### config.mk
export PLATFORM = sky130hd
export DESIGN_NAME = planar_tile_row_to_rgba
export DESIGN_NICKNAME = d
export VERILOG_FILES = /design/src/rtl/core/ptrr_pkg.sv /design/src/rtl/core/planar_tile_row_to_rgba.sv
export VERILOG_INCLUDE_DIRS = /design/src /design/src/rtl/core
export SDC_FILE = /design/constraint.sdc
export NUM_CORES = 2
export LEC_CHECK = 0
export BUFFER_PORTS_ARGS = -buffer_cell sky130_fd_sc_hd__buf_4
export CELL_PAD_IN_SITES_DETAIL_PLACEMENT = 0
export CELL_PAD_IN_SITES_GLOBAL_PLACEMENT = 2
export CORE_ASPECT_RATIO = 1.5
export CORE_UTILIZATION = 35
export CTS_BUF_LIST = sky130_fd_sc_hd__clkbuf_8 sky130_fd_sc_hd__clkbuf_16
export CTS_CLUSTER_DIAMETER = 100
export DETAILED_ROUTE_END_ITERATION = 12
export PLACE_DENSITY_LB_ADDON = 0.12
export SLEW_MARGIN = 20
export SYNTH_ARGS = -nofsm -noshare
export SYNTH_HDL_FRONTEND = slang
export SYNTH_SLANG_ARGS = --single-unit
export TNS_END_PERCENT = 10
### constraint.sdc
create_clock -name clk_i -period 23.5 [get_ports clk_i]
set_input_delay 1.175 -clock clk_i [delete_from_list [all_inputs] [get_ports clk_i]]
set_output_delay 1.175 -clock clk_i [all_outputs]
set_load 0.01 [all_outputs]
### src/rtl/core/assert_macros.svh
// ----------------------------------------------------------------------------
// assert_macros.svh
// Concurrent assertion helpers shared by the tile row decoder RTL
// ----------------------------------------------------------------------------
`ifndef ASSERT_MACROS_SVH
`define ASSERT_MACROS_SVH

// assertion on an explicit clock and active-low reset
`define PTRR_ASSERT_CLK(lbl, clk, rstn, prop, msg) \
  lbl: assert property (@(posedge clk) disable iff (!rstn) (prop)) else $error(msg);

// assertion on the module's clk_i / rst_ni
`define PTRR_ASSERT(lbl, prop, msg) \
  `PTRR_ASSERT_CLK(lbl, clk_i, rst_ni, prop, msg)

`endif

### src/rtl/core/ptrr_pkg.sv
// ----------------------------------------------------------------------------
// ptrr_pkg
// Types, constants and colour helpers for the planar tile row decoder
// ----------------------------------------------------------------------------
package ptrr_pkg;

  localparam int unsigned PalAw     = 5;
  localparam int unsigned PalDepth  = 1 << PalAw;
  localparam int unsigned ColW      = 15;
  localparam int unsigned IdxW      = 4;
  localparam int unsigned NumPix    = 8;
  localparam int unsigned ColX      = 3;
  localparam int unsigned RowW      = 3;
  localparam int unsigned PixW      = 32;
  localparam int unsigned NumBanks  = NumPix / 2;

  localparam logic [7:0] AlphaOpaque = 8'hFF;
  localparam logic [7:0] AlphaClear  = 8'h00;

  typedef enum logic {
    CmdPalWrite = 1'b0,
    CmdDecode   = 1'b1
  } cmd_e;

  typedef logic [ColW-1:0]  rgb555_t;
  typedef logic [IdxW-1:0]  cidx_t;
  typedef logic [PalAw-1:0] pal_addr_t;
  typedef logic [PixW-1:0]  argb_t;

  // widen 5-bit channels to 8 bits, low bits zero
  function automatic argb_t to_argb(rgb555_t col, logic opaque);
    logic [7:0] a;
    a = opaque ? AlphaOpaque : AlphaClear;
    return {a, col[14:10], 3'b000, col[9:5], 3'b000, col[4:0], 3'b000};
  endfunction

endpackage

### src/rtl/core/planar_tile_row_to_rgba.sv
// ----------------------------------------------------------------------------
// planar_tile_row_to_rgba
// Planar 4bpp tile row decoder: 32-entry RGB555 palette, eight ARGB pixels
// per row beat with horizontal and vertical mirroring
// ----------------------------------------------------------------------------
// channel | handshake               | payload
// --------+-------------------------+------------------------------------------
// in      | in_valid_i / in_stall_o | command, palette write, planes, row, flags
// out     | out_valid_o/out_stall_i | target_row, pixel_x0..pixel_x7
//
// one beat per cycle unless in_stall_o is high; a row beat passes stages 1, 2 and 3 before it leaves
// palette writes are applied when accepted and produce no output beat
// palette store is in four banked copies of two read ports each, read in stage 2
// after reset every palette entry reads as zero through per-entry valid flags
// out_stall_i holds a full stage 3; an earlier stage waits only while every
// stage after it is full; in_stall_o rises when stage 1 cannot advance
// ----------------------------------------------------------------------------
`include "assert_macros.svh"

module planar_tile_row_to_rgba (
  input  logic        clk_i,
  input  logic        rst_ni,
  input  logic        in_valid_i,
  output logic        in_stall_o,
  input  logic        command_i,
  input  logic [4:0]  palette_addr_i,
  input  logic [14:0] palette_value_i,
  input  logic [7:0]  plane0_bits_i,
  input  logic [7:0]  plane1_bits_i,
  input  logic [7:0]  plane2_bits_i,
  input  logic [7:0]  plane3_bits_i,
  input  logic [2:0]  source_row_i,
  input  logic        palette_select_i,
  input  logic        hflip_i,
  input  logic        vflip_i,
  output logic        out_valid_o,
  input  logic        out_stall_i,
  output logic [2:0]  target_row_o,
  output logic [31:0] pixel_x0_o,
  output logic [31:0] pixel_x1_o,
  output logic [31:0] pixel_x2_o,
  output logic [31:0] pixel_x3_o,
  output logic [31:0] pixel_x4_o,
  output logic [31:0] pixel_x5_o,
  output logic [31:0] pixel_x6_o,
  output logic [31:0] pixel_x7_o
);
  import ptrr_pkg::*;

  logic adv1, adv2, adv3;
  logic in_acc, pal_we, dec_acc;

  logic [ColX-1:0] sh_w [NumPix];
  cidx_t           idx_d [NumPix];

  logic            s1_vld_q;
  cidx_t           s1_idx_q [NumPix];
  logic            s1_sel_q;
  logic [RowW-1:0] s1_row_q;

  logic [PalDepth-1:0] pal_vld_q;

  logic            s2_vld_q;
  logic [RowW-1:0] s2_row_q;
  logic            s2_opq_q [NumPix];
  logic            s2_hit_q [NumPix];
  rgb555_t         s2_col [NumPix];

  logic            s3_vld_q;
  logic [RowW-1:0] s3_row_q;
  argb_t           s3_pix_q [NumPix];

  // handshake chain
  assign adv3       = !s3_vld_q || !out_stall_i;
  assign adv2       = !s2_vld_q || adv3;
  assign adv1       = !s1_vld_q || adv2;
  assign in_stall_o = !adv1;
  assign in_acc     = in_valid_i && adv1;
  assign pal_we     = in_acc && (command_i == CmdPalWrite);
  assign dec_acc    = in_acc && (command_i == CmdDecode);

  // gather colour indices at their output columns
  always_comb begin
    for (int c = 0; c < NumPix; c++) begin
      sh_w[c]  = hflip_i ? ColX'(c) : ColX'(NumPix - 1 - c);
      idx_d[c] = {plane3_bits_i[sh_w[c]], plane2_bits_i[sh_w[c]],
                  plane1_bits_i[sh_w[c]], plane0_bits_i[sh_w[c]]};
    end
  end

  // stage 1
  always_ff @(posedge clk_i or negedge rst_ni) begin
    if (!rst_ni) begin
      s1_vld_q <= 1'b0;
    end else if (adv1) begin
      s1_vld_q <= dec_acc;
    end
  end

  always_ff @(posedge clk_i) begin
    if (dec_acc) begin
      s1_idx_q <= idx_d;
      s1_sel_q <= palette_select_i;
      s1_row_q <= vflip_i ? RowW'(NumPix - 1) - source_row_i : source_row_i;
    end
  end

  // palette entry valid flags
  always_ff @(posedge clk_i or negedge rst_ni) begin
    if (!rst_ni) begin
      pal_vld_q <= '0;
    end else if (pal_we) begin
      pal_vld_q[palette_addr_i] <= 1'b1;
    end
  end

  // stage 2: banked palette read
  for (genvar b = 0; b < NumBanks; b++) begin : g_bank
    rgb555_t   mem [PalDepth];
    rgb555_t   rd_q [2];
    pal_addr_t ra0, ra1;

    assign ra0 = {s1_sel_q, s1_idx_q[2*b]};
    assign ra1 = {s1_sel_q, s1_idx_q[2*b+1]};

    always_ff @(posedge clk_i) begin
      if (pal_we) begin
        mem[palette_addr_i] <= palette_value_i;
      end
      if (adv2) begin
        rd_q[0] <= mem[ra0];
        rd_q[1] <= mem[ra1];
      end
    end

    assign s2_col[2*b]   = rd_q[0];
    assign s2_col[2*b+1] = rd_q[1];
  end

  always_ff @(posedge clk_i or negedge rst_ni) begin
    if (!rst_ni) begin
      s2_vld_q <= 1'b0;
    end else if (adv2) begin
      s2_vld_q <= s1_vld_q;
    end
  end

  always_ff @(posedge clk_i) begin
    if (adv2) begin
      s2_row_q <= s1_row_q;
      for (int c = 0; c < NumPix; c++) begin
        s2_opq_q[c] <= (s1_idx_q[c] != '0);
        s2_hit_q[c] <= pal_vld_q[{s1_sel_q, s1_idx_q[c]}];
      end
    end
  end

  // stage 3: colour expansion
  always_ff @(posedge clk_i or negedge rst_ni) begin
    if (!rst_ni) begin
      s3_vld_q <= 1'b0;
    end else if (adv3) begin
      s3_vld_q <= s2_vld_q;
    end
  end

  always_ff @(posedge clk_i) begin
    if (adv3 && s2_vld_q) begin
      s3_row_q <= s2_row_q;
      for (int c = 0; c < NumPix; c++) begin
        s3_pix_q[c] <= to_argb(s2_hit_q[c] ? s2_col[c] : '0, s2_opq_q[c]);
      end
    end
  end

  assign out_valid_o  = s3_vld_q;
  assign target_row_o = s3_row_q;
  assign pixel_x0_o   = s3_pix_q[0];
  assign pixel_x1_o   = s3_pix_q[1];
  assign pixel_x2_o   = s3_pix_q[2];
  assign pixel_x3_o   = s3_pix_q[3];
  assign pixel_x4_o   = s3_pix_q[4];
  assign pixel_x5_o   = s3_pix_q[5];
  assign pixel_x6_o   = s3_pix_q[6];
  assign pixel_x7_o   = s3_pix_q[7];

  `PTRR_ASSERT(a_stall_needs_s1, in_stall_o |-> s1_vld_q, "input stalled with stage 1 empty")
  `PTRR_ASSERT(a_write_sets_flag, pal_we |=> pal_vld_q[$past(palette_addr_i)], "palette flag not set")
  `PTRR_ASSERT(a_s2_to_s3, (s2_vld_q && adv3) |=> s3_vld_q, "row beat lost between stages 2 and 3")
  `PTRR_ASSERT(a_out_held, (s3_vld_q && out_stall_i) |=> s3_vld_q, "stalled output beat dropped")

endmodule
==> results.ini <==
[run_status]
status=finished clean

[timing]
setup_viol=0
post-route-min-period_ps=4390
final-max-slew-violation-count=0
slew_headroom_pct=17.0
rsz0062_at_grt=false
fmax_mhz=228
period_share_pct=18.7
skew_ps=32.6
tns_ps=0
hold_viol_final=0
worst_slew_pin_slew_ps=1250

[cts]
ctsRootBufferMaster=clkbuf_16
h-tree-depth=3
holdBufCountCts=0
clock_sinks=854
clk_latency_ps=750
cts_tree=yes
cts_inserted_buffers=97
cts_setup_buffers=0
max-clock-path-buffers=3
cts_resized=0
clkSlewWorstSetupHoldPaths_ps=60

[synth]
syn_inst=6251
synth_edf_count=786
ys_types=43
synth-seq-cells=854
synth_area_sq_um=64900
ys_warn_count=0
synth.area.top_cells=edfxtp_1 (36%), mux2i_1 (31%), a22oi_1 (10%)
synth_top_area_share_pct=36.4
synth_flop_cell=edfxtp_1
yosysSeqAreaShare_pct=38.7
avgSynthCellArea_sq_um=10.4
yosys.area.top_type=edfxtp_1
synthArstFlopShare_pct=4.10

[flow_run]
cap_violations=0

[routing]
wl_mm=347
drc=0
ant_nets=0
wire_per_inst_microns=42.2
first_iter_violations=7269
viasPerCell=6.61
vias=54334
drt_first_pass_iters=6

[global_routing]
grt_use_total_pct=35.8
met1_usage_pct=44.8
grt_max_degree=125
grt_pass1_vias=51859
overflow=0
antenna_found_initial=37
top_usage_layer=met2
grtUsageMet3_pct=6.91
use_met2_pct=56.3
grt_pass1_wl_mm=462

[place]
portBuffers=251
dp_hpwl_mm=207
gp_congestion=0.879
placed_cells_incl_taps=8011

[floorplan]
initial_core_util_pct=35.2
fp.dieW_microns=354
core_region_area_sq_um=184000
io_pins=324
dieArea_sq_um=187000
die_h_microns=529
num_rows=193

[setup_path]
path_class=reg -> reg
crit_path_max_fanout=124
start_kind=register
cp.required_ps=23960
crit_path_end_kind=register
worstPathArrival_ps=4850

[finish]
nNetsFinal=5737
fin_util_pct=38.2
syn_to_final_growth_pct=8.33
drive_gt1_share_pct=13.1
final_cell_mix=mux2i_1 (2032), a22oi_1 (869), edfxtp_1 (786)
finalNonFillerCells=8215
final_common_cell=mux2i_1

[min_path]
holdCritPathClass=in -> async

[pwr]
leakagePower_nw=28.3
ir_drop_uv=55.0
p_per_area_nw_per_um2=67.2

[layout make-up]
cell class	count	area [sq um]
Multi-Input combinational cell	4307	35400
Sequential cell	854	25200
Clock inverter	76	743
Timing Repair Buffer	413	3310
Clock buffer	106	2580
Tap cell	2437	3050
Inverter	1	3.75
Antenna cell	21	52.6
Fill cell	18053	114000
[metal layers]
metal / routed length (microns) / up-vias
met5: 29 / -
met4: 24800 / 4
met3: 30200 / 879
met2: 156000 / 3478
met1: 136000 / 27676
li1: - / 22297
[state kept, by name (all words and copies together), names as in the netlist, named ones only]
signal and count:
g_bank.mem 480, s3_pix_q 128, g_bank.rd_q 120, pal_vld_q 32, g_bank.ra0 16, g_bank.ra1 16
s2_hit_q 8, s2_opq_q 8, s1_row_q 3, s2_row_q 3, target_row_o 3, out_valid_o 1
s1_sel_q 1, s1_vld_q 1, s2_vld_q 1
[report_power, final]
part,switching (mW),internal (mW),total (mW)
Combinational,0.749,0.386,1.13
Clock,0.730,0.919,1.65
Sequential,0.164,1.78,1.94
Total,1.64,3.08,4.73
[logic make-up after synthesis]
group	Yosys count	share of synthesized area, %
compound gates	1044	11.6
xor+xnor	3	0.0405
buf+inv	1161	8.09
flops	854	38.7
mux	2106	32.8
other cells	1	0.00578
simple gates	1082	8.75
[path summary, 6_finish.rpt]
| path | from | endpoint | slack [ps] | depth (start not counted) |
|---|---|---|---|---|
| hold reg to reg | s2_opq_q[1][2]$_DFFE_PP_ | s3_pix_q[1][68]$_DFFE_PP_ | 420 | 0 |
| min in group clk_i | s2_opq_q[1][2]$_DFFE_PP_ | s3_pix_q[1][68]$_DFFE_PP_ | 420 | 0 |
| max in group asynchronous | rst_ni | pal_vld_q[4]$_DFFE_PN0P_ | 22770 | 1 |
| setup reg to reg | register | g_bank[0].rd_q[0][5]$_DFFE_PP_ | 19110 | 7 |
| hold / removal | rst_ni | pal_vld_q[19]$_DFFE_PN0P_ | 390 | 1 |
| setup / recovery | register | g_bank[0].rd_q[0][5]$_DFFE_PP_ | 19110 | 7 |
[stage by stage]
step	hold WS [ps]	setup WS [ps]	total power, mW	cell area [sq um]
final	391	19110	4.73	70300
after CTS	372	19300	4.71	70200
after detailed placement	406	19320	3.07	66900
after global placement	410	19440	3.06	66700
after global routing	413	19110	4.82	70300
after floorplan	400	12070	2.54	65200
[worst max-delay path, cell delays in order, from the launching register on]
cell and delay (ps):
dfxtp_4 930, buf_12 670, buf_4 760, buf_4 660, mux2i_1 260, a22oi_1 100, nand3_1 140, nand4_1 130
[Yosys cell counts, types with 2 or more instances]
cell type	instances
buf_4	159
xor2_1	3
dfxtp_1	33
nand2b_1	15
a22oi_1	869
clkbuf_1	607
edfxtp_1	786
nand4_1	135
o21bai_1	28
mux2_1	5
buf_1	166
mux2_2	61
nand3b_1	2
clkbuf_2	3
a31oi_1	2
nor2_1	58
nand2_1	139
buf_2	222
dfrtp_1	35
nand3_1	511
or4_1	7
mux2i_1	2032
and2_1	136
nand4b_1	7
and3_1	15
nor2b_1	46
or2_2	7
a21oi_1	134
mux4_1	7
clkbuf_4	2
o31a_1	7
(Power assumes the default switching activity.)
